===== config.mk =====
export PLATFORM = sky130hd
export DESIGN_NAME = daily_alarm_schedule_table
export DESIGN_NICKNAME = d
export VERILOG_FILES = /design/src/hw/rtl/dast_pkg.sv /design/src/hw/rtl/dast_ctrl.sv /design/src/hw/rtl/dast_datapath.sv /design/src/hw/rtl/daily_alarm_schedule_table.sv
export VERILOG_INCLUDE_DIRS = /design/src /design/src/hw/rtl
export SDC_FILE = /design/constraint.sdc
export NUM_CORES = 1
export LEC_CHECK = 0
export BUFFER_PORTS_ARGS = -buffer_cell sky130_fd_sc_hd__buf_2
export CAP_MARGIN = 40
export CORE_MARGIN = 3
export CORE_UTILIZATION = 55
export DETAILED_ROUTE_END_ITERATION = 6
export PLACE_DENSITY = 0.73
export SYNTH_ARGS = -nofsm -noshare
export SYNTH_HDL_FRONTEND = slang
export SYNTH_SLANG_ARGS = --single-unit
export TNS_END_PERCENT = 20

===== constraint.sdc =====
create_clock -name clk -period 4.6 [get_ports clk]
set_clock_uncertainty 0.1 [all_clocks]
set_input_delay 0.92 -clock clk [delete_from_list [all_inputs] [get_ports clk]]
set_output_delay 0.92 -clock clk [all_outputs]
set_load 0.03 [all_outputs]

===== src/hw/rtl/daily_alarm_schedule_table_macros.svh =====
// Assertion macros used by the alarm table datapath.
// Expects clk and arst_n in the scope where a macro is used.
`ifndef DAILY_ALARM_SCHEDULE_TABLE_MACROS_SVH
`define DAILY_ALARM_SCHEDULE_TABLE_MACROS_SVH

// same-cycle implication, disabled while in reset
`define DAST_ASSERT_IMP(lbl, ante, cons, msg) \
	lbl: assert property (@(posedge clk) disable iff (!arst_n) (ante) |-> (cons)) \
		else $error(msg);

// next-cycle implication, disabled while in reset
`define DAST_ASSERT_NXT(lbl, ante, cons, msg) \
	lbl: assert property (@(posedge clk) disable iff (!arst_n) (ante) |=> (cons)) \
		else $error(msg);

`endif


===== src/hw/rtl/dast_pkg.sv =====
// Shared types and constants of the daily alarm schedule table.
// No dependencies; used by the controller, datapath and top level.
package dast_pkg;

	localparam int MAX_ENTRIES = 8;
	localparam int IDX_W = (MAX_ENTRIES > 1) ? $clog2(MAX_ENTRIES) : 1;
	localparam int CNT_W = $clog2(MAX_ENTRIES + 1);
	localparam int ENTRY_INDEX_W = 4;
	localparam int IDX_CMP_W = (CNT_W > ENTRY_INDEX_W) ? CNT_W : ENTRY_INDEX_W;
	localparam int FIRED_ENTRY_W = 3;
	localparam int ENTRY_COUNT_W = 4;
	localparam int CFG_IDX_W = 1;
	localparam int CFG_DATA_W = 7;

	localparam logic [1:0] ACT_TICK   = 2'd0;
	localparam logic [1:0] ACT_ADD    = 2'd1;
	localparam logic [1:0] ACT_REMOVE = 2'd2;
	localparam logic [1:0] ACT_CLEAR  = 2'd3;

	localparam logic [2:0] ST_OK        = 3'd0;
	localparam logic [2:0] ST_DUPLICATE = 3'd1;
	localparam logic [2:0] ST_FULL      = 3'd2;
	localparam logic [2:0] ST_BAD_TIME  = 3'd3;
	localparam logic [2:0] ST_BAD_INDEX = 3'd4;

	localparam logic [CFG_IDX_W-1:0] REG_SUPPLY_THR  = 1'd0;
	localparam logic [CFG_IDX_W-1:0] REG_BATTERY_THR = 1'd1;

	localparam logic [CFG_DATA_W-1:0] THR_RESET = 7'd20;
	localparam logic [4:0] LAST_HOUR   = 5'd23;
	localparam logic [5:0] LAST_MINUTE = 6'd59;

	typedef struct packed {
		logic [4:0] hour;
		logic [5:0] minute;
		logic       enabled;
		logic       fired;
		logic [4:0] last_day;
	} entry_t;

	// controller -> datapath
	typedef struct packed {
		logic load;
		logic step;
		logic finish;
	} ctl_cmd_t;

	// datapath -> controller
	typedef struct packed {
		logic walk_done;
	} dp_stat_t;

endpackage


===== src/hw/rtl/dast_ctrl.sv =====
// Sequencer of the alarm table: load, walk the entries, finish.
// Depends on dast_pkg for the command and status structs.
module dast_ctrl (
	input  logic                clk,
	input  logic                arst_n,
	input  logic                start,
	input  dast_pkg::dp_stat_t  stat,
	output dast_pkg::ctl_cmd_t  cmd,
	output logic                busy
);

	localparam logic [1:0] S_IDLE   = 2'd0;
	localparam logic [1:0] S_WALK   = 2'd1;
	localparam logic [1:0] S_FINISH = 2'd2;

	logic [1:0] state_q;
	logic [1:0] state_d;

	always_comb begin
		state_d = state_q;
		unique case (state_q)
			S_IDLE: begin
				if (start) state_d = S_WALK;
			end
			S_WALK: begin
				if (stat.walk_done) state_d = S_FINISH;
			end
			S_FINISH: state_d = S_IDLE;
			default:  state_d = S_IDLE;
		endcase
	end

	always_ff @(posedge clk or negedge arst_n) begin
		if (!arst_n) begin
			state_q <= S_IDLE;
		end else begin
			state_q <= state_d;
		end
	end

	assign cmd.load   = (state_q == S_IDLE) && start;
	assign cmd.step   = (state_q == S_WALK) && !stat.walk_done;
	assign cmd.finish = (state_q == S_FINISH);
	assign busy       = (state_q != S_IDLE);

endmodule


===== src/hw/rtl/dast_datapath.sv =====
// Entry store, walk pointer, per-entry update logic and result registers.
// Depends on dast_pkg and daily_alarm_schedule_table_macros.svh.
`include "daily_alarm_schedule_table_macros.svh"

module dast_datapath (
	input  logic                                  clk,
	input  logic                                  arst_n,
	input  dast_pkg::ctl_cmd_t                    cmd,
	output dast_pkg::dp_stat_t                    stat,
	input  logic [1:0]                            action,
	input  logic [4:0]                            hour_value,
	input  logic [5:0]                            minute_value,
	input  logic [4:0]                            day_of_month,
	input  logic [6:0]                            supply_level,
	input  logic [6:0]                            battery_percent,
	input  logic                                  enable_flag,
	input  logic [dast_pkg::ENTRY_INDEX_W-1:0]    entry_index,
	input  logic                                  cfg_we,
	input  logic [dast_pkg::CFG_IDX_W-1:0]        cfg_index,
	input  logic [dast_pkg::CFG_DATA_W-1:0]       cfg_wdata,
	output logic                                  done,
	output logic                                  fired,
	output logic [dast_pkg::FIRED_ENTRY_W-1:0]    fired_entry,
	output logic [2:0]                            status,
	output logic [dast_pkg::ENTRY_COUNT_W-1:0]    entry_count
);

	dast_pkg::entry_t entry_q [dast_pkg::MAX_ENTRIES];

	logic [dast_pkg::CFG_DATA_W-1:0] supply_thr_q;
	logic [dast_pkg::CFG_DATA_W-1:0] battery_thr_q;

	// latched request
	logic [1:0] act_q;
	logic [4:0] hr_q;
	logic [5:0] mn_q;
	logic [4:0] day_q;
	logic       en_q;
	logic       lvl_ok_q;
	logic       bad_idx_q;

	logic [dast_pkg::CNT_W-1:0] ptr_q;
	logic [dast_pkg::CNT_W-1:0] limit_q;
	logic [dast_pkg::CNT_W-1:0] used_q;
	logic                       dup_q;
	logic                       hit_q;
	logic [dast_pkg::IDX_W-1:0] which_q;

	logic                                 done_q;
	logic                                 fired_q;
	logic [dast_pkg::FIRED_ENTRY_W-1:0]   fired_entry_q;
	logic [2:0]                           status_q;
	logic [dast_pkg::ENTRY_COUNT_W-1:0]   entry_count_q;

	logic [dast_pkg::IDX_W-1:0] ptr_idx;
	logic [dast_pkg::IDX_W-1:0] rd_addr;
	dast_pkg::entry_t           rd_entry;
	dast_pkg::entry_t           tick_entry;
	logic                       tick_fire;
	logic                       time_hit;
	logic                       walk_done;

	logic                       idx_in_range;
	logic                       add_ok;
	logic [2:0]                 fin_status;
	logic [dast_pkg::CNT_W-1:0] fin_used;

	logic                       wr_en;
	logic [dast_pkg::IDX_W-1:0] wr_addr;
	dast_pkg::entry_t           wr_data;

	assign walk_done      = !(ptr_q < limit_q);
	assign stat.walk_done = walk_done;

	assign ptr_idx = dast_pkg::IDX_W'(ptr_q);
	// remove copies the next entry down into the current slot
	assign rd_addr = (act_q == dast_pkg::ACT_REMOVE) ?
		dast_pkg::IDX_W'(ptr_q + dast_pkg::CNT_W'(1)) : ptr_idx;
	assign rd_entry = entry_q[rd_addr];

	assign time_hit = (rd_entry.hour == hr_q) && (rd_entry.minute == mn_q);

	always_comb begin
		tick_fire = rd_entry.enabled && time_hit &&
			(!rd_entry.fired || (rd_entry.last_day != day_q)) && lvl_ok_q;
		tick_entry = rd_entry;
		if (tick_fire) begin
			tick_entry.fired    = 1'b1;
			tick_entry.last_day = day_q;
		end
		// new day: re-arm
		if (tick_entry.last_day != day_q) tick_entry.fired = 1'b0;
	end

	assign idx_in_range = dast_pkg::IDX_CMP_W'(entry_index) < dast_pkg::IDX_CMP_W'(used_q);

	always_comb begin
		fin_status = dast_pkg::ST_OK;
		fin_used   = used_q;
		add_ok     = 1'b0;
		case (act_q)
			dast_pkg::ACT_ADD: begin
				if (dup_q) begin
					fin_status = dast_pkg::ST_DUPLICATE;
				end else if (used_q >= dast_pkg::CNT_W'(dast_pkg::MAX_ENTRIES)) begin
					fin_status = dast_pkg::ST_FULL;
				end else if (hr_q > dast_pkg::LAST_HOUR || mn_q > dast_pkg::LAST_MINUTE) begin
					fin_status = dast_pkg::ST_BAD_TIME;
				end else begin
					add_ok   = 1'b1;
					fin_used = used_q + dast_pkg::CNT_W'(1);
				end
			end
			dast_pkg::ACT_REMOVE: begin
				if (bad_idx_q) begin
					fin_status = dast_pkg::ST_BAD_INDEX;
				end else begin
					fin_used = used_q - dast_pkg::CNT_W'(1);
				end
			end
			dast_pkg::ACT_CLEAR: fin_used = '0;
			default: fin_used = used_q;
		endcase
	end

	always_comb begin
		wr_en   = 1'b0;
		wr_addr = ptr_idx;
		wr_data = rd_entry;
		if (cmd.step && act_q == dast_pkg::ACT_TICK) begin
			wr_en   = 1'b1;
			wr_data = tick_entry;
		end else if (cmd.step && act_q == dast_pkg::ACT_REMOVE) begin
			wr_en   = 1'b1;
		end else if (cmd.finish && add_ok) begin
			wr_en            = 1'b1;
			wr_addr          = dast_pkg::IDX_W'(used_q);
			wr_data.hour     = hr_q;
			wr_data.minute   = mn_q;
			wr_data.enabled  = en_q;
			wr_data.fired    = 1'b0;
			wr_data.last_day = '0;
		end
	end

	always_ff @(posedge clk) begin
		if (wr_en) entry_q[wr_addr] <= wr_data;
	end

	// request latch, no reset needed
	always_ff @(posedge clk) begin
		if (cmd.load) begin
			act_q    <= action;
			hr_q     <= hour_value;
			mn_q     <= minute_value;
			day_q    <= day_of_month;
			en_q     <= enable_flag;
			lvl_ok_q <= (supply_level > supply_thr_q) && (battery_percent > battery_thr_q);
		end
	end

	always_ff @(posedge clk or negedge arst_n) begin
		if (!arst_n) begin
			supply_thr_q  <= dast_pkg::THR_RESET;
			battery_thr_q <= dast_pkg::THR_RESET;
		end else if (cfg_we) begin
			unique case (cfg_index)
				dast_pkg::REG_SUPPLY_THR:  supply_thr_q  <= cfg_wdata;
				dast_pkg::REG_BATTERY_THR: battery_thr_q <= cfg_wdata;
				default: ;
			endcase
		end
	end

	always_ff @(posedge clk or negedge arst_n) begin
		if (!arst_n) begin
			ptr_q     <= '0;
			limit_q   <= '0;
			used_q    <= '0;
			dup_q     <= 1'b0;
			hit_q     <= 1'b0;
			which_q   <= '0;
			bad_idx_q <= 1'b0;
		end else if (cmd.load) begin
			dup_q     <= 1'b0;
			hit_q     <= 1'b0;
			which_q   <= '0;
			bad_idx_q <= 1'b0;
			ptr_q     <= '0;
			limit_q   <= '0;
			case (action) inside
				dast_pkg::ACT_TICK, dast_pkg::ACT_ADD: limit_q <= used_q;
				dast_pkg::ACT_REMOVE: begin
					if (idx_in_range) begin
						ptr_q   <= dast_pkg::CNT_W'(entry_index);
						limit_q <= used_q - dast_pkg::CNT_W'(1);
					end else begin
						bad_idx_q <= 1'b1;
					end
				end
				default: limit_q <= '0;
			endcase
		end else if (cmd.step) begin
			ptr_q <= ptr_q + dast_pkg::CNT_W'(1);
			if (act_q == dast_pkg::ACT_ADD && time_hit) dup_q <= 1'b1;
			if (act_q == dast_pkg::ACT_TICK && tick_fire && !hit_q) begin
				hit_q   <= 1'b1;
				which_q <= ptr_idx;
			end
		end else if (cmd.finish) begin
			used_q <= fin_used;
		end
	end

	always_ff @(posedge clk or negedge arst_n) begin
		if (!arst_n) begin
			done_q <= 1'b0;
		end else begin
			done_q <= cmd.finish;
		end
	end

	always_ff @(posedge clk) begin
		if (cmd.finish) begin
			fired_q       <= hit_q;
			fired_entry_q <= dast_pkg::FIRED_ENTRY_W'(which_q);
			status_q      <= fin_status;
			entry_count_q <= dast_pkg::ENTRY_COUNT_W'(fin_used);
		end
	end

	assign done        = done_q;
	assign fired       = fired_q;
	assign fired_entry = fired_entry_q;
	assign status      = status_q;
	assign entry_count = entry_count_q;

	`DAST_ASSERT_IMP(a_used_bound, 1'b1, used_q <= dast_pkg::CNT_W'(dast_pkg::MAX_ENTRIES), "entry count above table size")
	`DAST_ASSERT_IMP(a_ptr_bound, 1'b1, ptr_q <= limit_q, "walk pointer passed its limit")
	`DAST_ASSERT_IMP(a_step_in_walk, cmd.step, !walk_done, "step issued after walk ended")
	`DAST_ASSERT_IMP(a_hit_only_tick, hit_q, act_q == dast_pkg::ACT_TICK, "hit flag set outside a tick")
	`DAST_ASSERT_IMP(a_fire_status_ok, done_q && fired_q, status_q == dast_pkg::ST_OK, "fired result with error status")

endmodule


===== src/hw/rtl/daily_alarm_schedule_table.sv =====
// Daily alarm schedule table: up to dast_pkg::MAX_ENTRIES daily alarms.
// A request is taken when start is high and busy is low. action selects tick
// check, add, remove or clear; the remaining fields carry the time, day,
// levels, enable bit and entry position for that request.
// Every request yields one result: done is high for exactly one cycle with
// fired, fired_entry, status and entry_count valid in that cycle. The
// receiver cannot stall, so each result must be taken when shown.
// The walk covers the used entries for tick and add, the entries above the
// removed slot for remove, and none for clear or a bad index. busy drops in
// the same cycle as done rises, so a new request is taken only once the last
// result is shown. The walk reads one entry a cycle; tick and remove rewrite it.
// Thresholds are written through cfg_we/cfg_index/cfg_wdata while idle; the
// user must keep to this, as the block itself does not enforce it.
// Reset empties the table and sets both thresholds to 20; no clearing pass.
// Depends on dast_pkg, dast_ctrl and dast_datapath.
module daily_alarm_schedule_table (
	input  logic                                  clk,
	input  logic                                  arst_n,
	input  logic                                  start,
	output logic                                  busy,
	input  logic [1:0]                            action,
	input  logic [4:0]                            hour_value,
	input  logic [5:0]                            minute_value,
	input  logic [4:0]                            day_of_month,
	input  logic [6:0]                            supply_level,
	input  logic [6:0]                            battery_percent,
	input  logic                                  enable_flag,
	input  logic [dast_pkg::ENTRY_INDEX_W-1:0]    entry_index,
	input  logic                                  cfg_we,
	input  logic [dast_pkg::CFG_IDX_W-1:0]        cfg_index,
	input  logic [dast_pkg::CFG_DATA_W-1:0]       cfg_wdata,
	output logic                                  done,
	output logic                                  fired,
	output logic [dast_pkg::FIRED_ENTRY_W-1:0]    fired_entry,
	output logic [2:0]                            status,
	output logic [dast_pkg::ENTRY_COUNT_W-1:0]    entry_count
);

	dast_pkg::ctl_cmd_t cmd;
	dast_pkg::dp_stat_t stat;

	dast_ctrl u_ctrl (
		.clk    (clk),
		.arst_n (arst_n),
		.start  (start),
		.stat   (stat),
		.cmd    (cmd),
		.busy   (busy)
	);

	dast_datapath u_datapath (
		.clk             (clk),
		.arst_n          (arst_n),
		.cmd             (cmd),
		.stat            (stat),
		.action          (action),
		.hour_value      (hour_value),
		.minute_value    (minute_value),
		.day_of_month    (day_of_month),
		.supply_level    (supply_level),
		.battery_percent (battery_percent),
		.enable_flag     (enable_flag),
		.entry_index     (entry_index),
		.cfg_we          (cfg_we),
		.cfg_index       (cfg_index),
		.cfg_wdata       (cfg_wdata),
		.done            (done),
		.fired           (fired),
		.fired_entry     (fired_entry),
		.status          (status),
		.entry_count     (entry_count)
	);

endmodule


== Word-level counts from Yosys, hierarchy flattened ==
Memory sizes are Yosys's and may differ from the RTL's.
Cells that the tools add are included.

* Bits in registers: 66
* RAM bits: 144
* Input bits: 49
* Memories kept: 1

* Add/sub/neg operators: 3
* $lt $le $gt $ge: 7
* Equality and inequality tests: 13
* Mux-type cells: 51
* Bitwise gates (word level): 3
* Reductions and logical operators: 31

{| class="wikitable"
|+ Memories
! name !! depth !! width !! rd ports !! clocked after Yosys merged registers in !! write ports !! RTL line !! RTL
|-
| u_datapath.entry_q || 8 || 18 || 1 || 0 || 1 || dast_datapath.sv:28 || <nowiki>dast_pkg::entry_t entry_q [dast_pkg::MAX_ENTRIES];</nowiki>
|}

{| class="wikitable"
|+ Operator list
! kind !! count
|-
| 18-bit 2-to-1 mux || 3
|-
| 4-bit 2-to-1 mux || 12
|-
| 3-bit 2-to-1 mux || 10
|-
| 1-bit 2-to-1 mux || 19
|-
| 7-bit greater-than comparator || 2
|-
| 1-bit logical AND || 13
|-
| 4-bit case mux with 3 select lines || 1
|-
| 5-bit inequality test || 2
|-
| 2-bit AND reduction || 5
|-
| 4-bit by 1-bit adder with 4-bit output, second input constant || 2
|-
| 2-bit equality test, second input constant || 4
|-
| 4-bit < comparator || 2
|-
| 2-bit nonzero test || 4
|-
| 2-bit by 1-bit equality test with 1-bit output, second input constant || 3
|-
| 6-bit equality test || 1
|-
| 6-bit greater-than comparator, second input constant || 1
|-
| 2-bit logical NOT || 3
|-
| 2-bit 2-to-1 mux || 3
|-
| 6-bit 2-to-1 mux || 1
|-
| 3-bit case mux with 2 select lines || 1
|-
| 5-bit equality test || 1
|-
| 5-bit greater-than comparator, second input constant || 1
|-
| 4-bit >= comparator, second input constant || 1
|-
| 2-bit inequality test, second input constant || 2
|-
| 7 further kinds || 11
|}

== Longest topological paths before layout ==
An unclocked memory read counts as a cell.

* Word-level depth: 13
* Gate-level depth with buffers: 14

== By module ==
A second synthesis with hierarchy kept.

* Cells, all modules: 724
* Area, all modules: 9536.6 um2

{| class="wikitable"
|+ By module, submodules not included
! module !! instances !! cells an instance !! area an instance (um2) !! seq. area each (um2)
|-
| dast_datapath || 1 || 714 || 9430.3 || 6085.8
|-
| dast_ctrl || 1 || 10 || 106.4 || 50.0
|}

== Least setup slack after synthesis ==
Ideal clock, no wire load.

* Kind: register -> register
* From: register u_datapath.ptr_q[1] (netlist bit)
* To: memory u_datapath.entry_q[0][0] (netlist bit) (data pin)
* Setup time: 0.230 ns
* Data arrival time: 2.975 ns
* Data required time: 4.270 ns
* Slack: 1.296 ns
* Stages on the path, launching flop included: 12
* Path buffers: 2
* Cell sequence: dfrtp_1 > ha_1 > buf_2 > mux2i_1 > buf_2 > mux2i_1 > mux4_2 > xnor2_1 > a211oi_1 > nand3b_1 > nand4_4 > mux2i_1

{| class="wikitable"
|+ RTL lines
! what !! RTL line !! RTL
|-
| from (decl) || dast_datapath.sv:42 || <nowiki>logic [dast_pkg::CNT_W-1:0] ptr_q;</nowiki>
|-
| from (signal assigned) || dast_datapath.sv:195 || <nowiki>ptr_q <= dast_pkg::CNT_W'(entry_index);</nowiki>
|-
| from (signal assigned) || dast_datapath.sv:204 || <nowiki>ptr_q <= ptr_q + dast_pkg::CNT_W'(1);</nowiki>
|-
| to (decl) || dast_datapath.sv:28 ||
|}

==> results.json <==
{
  "status": "complete, no violations",
  "cts_buffers": 22,
  "cts.sinks": 210,
  "hpwl_microns": 13600,
  "clockBufferDepth": 3,
  "drt_iter0_markers": 650,
  "yosys_warnings": 0,
  "io_buffers": 61,
  "final_core_util_pct": 65.0,
  "htreeDepth": 1,
  "seqCellArea_sq_um": 6140,
  "track_usage_pct": 23.4,
  "grt_pass1_wl_microns": 33900,
  "cp_data_required_time_ps": 4720,
  "rsz0062_at_grt": "false",
  "area_growth_pct": 14.4,
  "synth.distinct_cells": 65,
  "async_reset_ff_share_pct": 16.7,
  "slew_violations": 0,
  "grt_antenna_before_repair": 0,
  "nNetsFinal": 871,
  "hp-class": "reg2reg",
  "syn-instance-count": 720,
  "fp.dieW_microns": 138,
  "avgSynthCellArea_sq_um": 13.2,
  "viasPerCell": 6.04,
  "cts_hold_buf": 0,
  "synth_edf_count": 175,
  "rr_worst_depth": 9,
  "antennaDiodeCount": 0,
  "leakage_nw": 4.20,
  "totalNegativeSetupSlack_ps": 0,
  "drive_gt1_share_pct": 18.4,
  "worstSetupPathType": "reg2reg",
  "synth-seq-cells": 210,
  "cp_slowest_cell": "dfrtp_1",
  "synth_area_sq_um": 9520,
  "routabilityCongestion": 0.885,
  "ys_top_cells_by_count": "175 x edfxtp_1, 121 x nand2_1, 45 x mux2i_1, 31 x dfrtp_1, 31 x inv_1",
  "clkTransAtPathRegs_ps": 60,
  "coreArea_sq_um": 16800,
  "period_share_pct": 97.8,
  "cts_tree": "built",
  "route.detailed.drc": 0,
  "fmax_mhz": 222,
  "synth.most_common_cell": "edfxtp_1",
  "finalPower_w": 0.00740,
  "cap_violations": 0,
  "root_buffer": "clkbuf_16",
  "p_per_area_nw_per_um2": 680,
  "peakVddDrop_v": 0.000353,
  "holdWs_ps": 354,
  "period_needed_ps": 4500,
  "post_cts_buffers": 0,
  "critPathLaunchType": "flip-flop",
  "die_h_microns": 138,
  "nFillCells": 1236,
  "slew_headroom_pct": 35.9,
  "synth-seq-area-share_pct": 64.4,
  "hold_depth": 0,
  "grt_overflow": 0,
  "rows": 47,
  "path_cells": "ha_1 -> nor4bb_1 -> a211o_1 -> a32o_1 -> nor3_1 -> nand4b_1 -> nor4_4 -> nand4_4 -> mux2i_1",
  "start_util_pct": 56.8,
  "synth_area_leader_cell": "edfxtp_1",
  "ant_nets": 0,
  "grt_pass1_vias": 6272,
  "critical_path_arrival_ps": 4620,
  "whs_endpoint": "u_datapath.fired_entry[2]",
  "design_area_sq_um": 10900,
  "grt_max_degree": 60,
  "slowest_delay_ps": 670,
  "synth_ff_type": "edfxtp_1",
  "reg2reg_from": "u_datapath.ptr_q[0]",
  "rr_endpoint": "u_datapath.entry_q[5][4]",
  "dieArea_sq_um": 18900,
  "multi_input_area_sq_um": 3090,
  "end_kind": "flip-flop",
  "hold_path.startpoint": "u_datapath.which_q[2]",
  "syn_nets": 797,
  "synth.area.top_cells": "edfxtp_1 55%, dfrtp_1 8.1%, nand2_1 4.8%",
  "pin_count": 62,
  "vias": 6219,
  "routed_wl_microns": 21600,
  "r2r_slack_ps": 100,
  "setup_violations": 0,
  "cp_max_fo": 14,
  "drtPass1Iterations": 5,
  "clk_latency_ps": 500,
  "dpl_cell_area_sq_um": 10100,
  "hold_viol": 0,
  "post_cts_resized": 0,
  "wl_per_cell_microns": 21.0,
  "worst_slew_pin_slew_ps": 953,
  "synth_top_area_share_pct": 55.2
}
-- worst max-delay path by stage --
stage	depth (start not counted)	to	start
detailed placement	9	u_datapath.entry_q[7][1]	u_datapath.ptr_q[0]
global placement	9	u_datapath.entry_q[2][5]	u_datapath.ptr_q[0]
CTS	9	u_datapath.entry_q[0][1]	u_datapath.ptr_q[0]
global route	9	u_datapath.entry_q[3][3]	u_datapath.ptr_q[0]
finish	9	u_datapath.entry_q[5][4]	u_datapath.ptr_q[0]
floorplan	11	u_datapath.entry_q[0][0]	u_datapath.ptr_q[1]
-- kinds of logic after synthesis --
logic type | count (synthesis) | share of synthesized area [%]
AOI/OAI and AO/OA | 109 | 8.11
muxes | 61 | 7.21
adders and majority gates | 28 | 3.68
DFF | 210 | 64.4
xor gates and xnor gates | 13 | 1.47
buffers and inverters | 65 | 3.21
and+or+nand+nor | 234 | 11.9
-- report_power, final --
part / internal [W] / leakage (nW) / switching, W
combinational: 0.000904 / 1.80 / 0.00167
sequential: 0.00277 / 2.02 / 0.000164
clock: 0.00119 / 0.386 / 0.000705
-- registers in the layout, summed over array words and instances (netlist names), 2 cells and up --
signal,count
u_datapath.which_q,3
u_datapath.used_q,4
u_datapath.status,3
u_datapath.mn_q,6
u_datapath.ptr_q,4
u_datapath.entry_count,4
u_datapath.supply_thr_q,7
u_ctrl.state_q,2
u_datapath.limit_q,4
u_datapath.entry_q,144
u_datapath.day_q,5
u_datapath.hr_q,5
u_datapath.act_q,2
u_datapath.fired_entry,3
u_datapath.battery_thr_q,7
-- cell usage in the layout, fill, tap and decap left out, types with 5 or more instances in the layout --
cell	count
a31oi_1	5
nand4_1	8
clkinv_2	5
buf_2	61
inv_1	31
nand2b_1	9
ha_1	28
o21ai_1	5
a21oi_1	18
buf_4	19
nor2_1	25
a32oi_1	16
clkbuf_16	24
mux2i_1	45
xnor2_1	9
a32o_1	6
a21o_1	6
o22ai_1	8
nor3_1	12
edfxtp_1	175
nand3_1	26
mux4_2	5
dfrtp_1	31
nand2_1	121
nand3b_1	9
o21ai_0	17
mux2_2	11
-- final cells by class --
class                           instances  share of cell area, %
Tap cell                              220                   2.53
Sequential cell                       210                   56.3
Timing Repair Buffer                   82                   4.43
Clock buffer                           28                   5.74
Inverter                               33                   1.14
Clock inverter                         12                   1.47
Multi-Input combinational cell        445                   28.4
-- routing by layer --
layer / vias up / global-route usage (%) / part of all wire [%] / wire length [microns]
met4: 0 / 7.04 / 2.0 / 440
met5: - / 0 / 0 / 0
li1: 2836 / - / - / -
met2: 273 / 39.5 / 50 / 10900
met1: 3073 / 31.6 / 41 / 8770
met3: 37 / 3.54 / 7.1 / 1530
-- through the flow --
stage	instances	setup slack, ps
final	1030	103
after CTS	1030	198
after detailed placement	990	239
after global routing	1030	36.1
after global placement	989	513
after floorplan	720	1300
-- critical path: cells and delay by family, from the launching register on --
family                     cells  cell delay (ps)
AOI/OAI and AO/OA              2              960
muxes                          1              550
adders and majority gates      1              420
and+or+nand+nor                5             1500
DFF                            1              670
(Power assumes the default switching activity.)
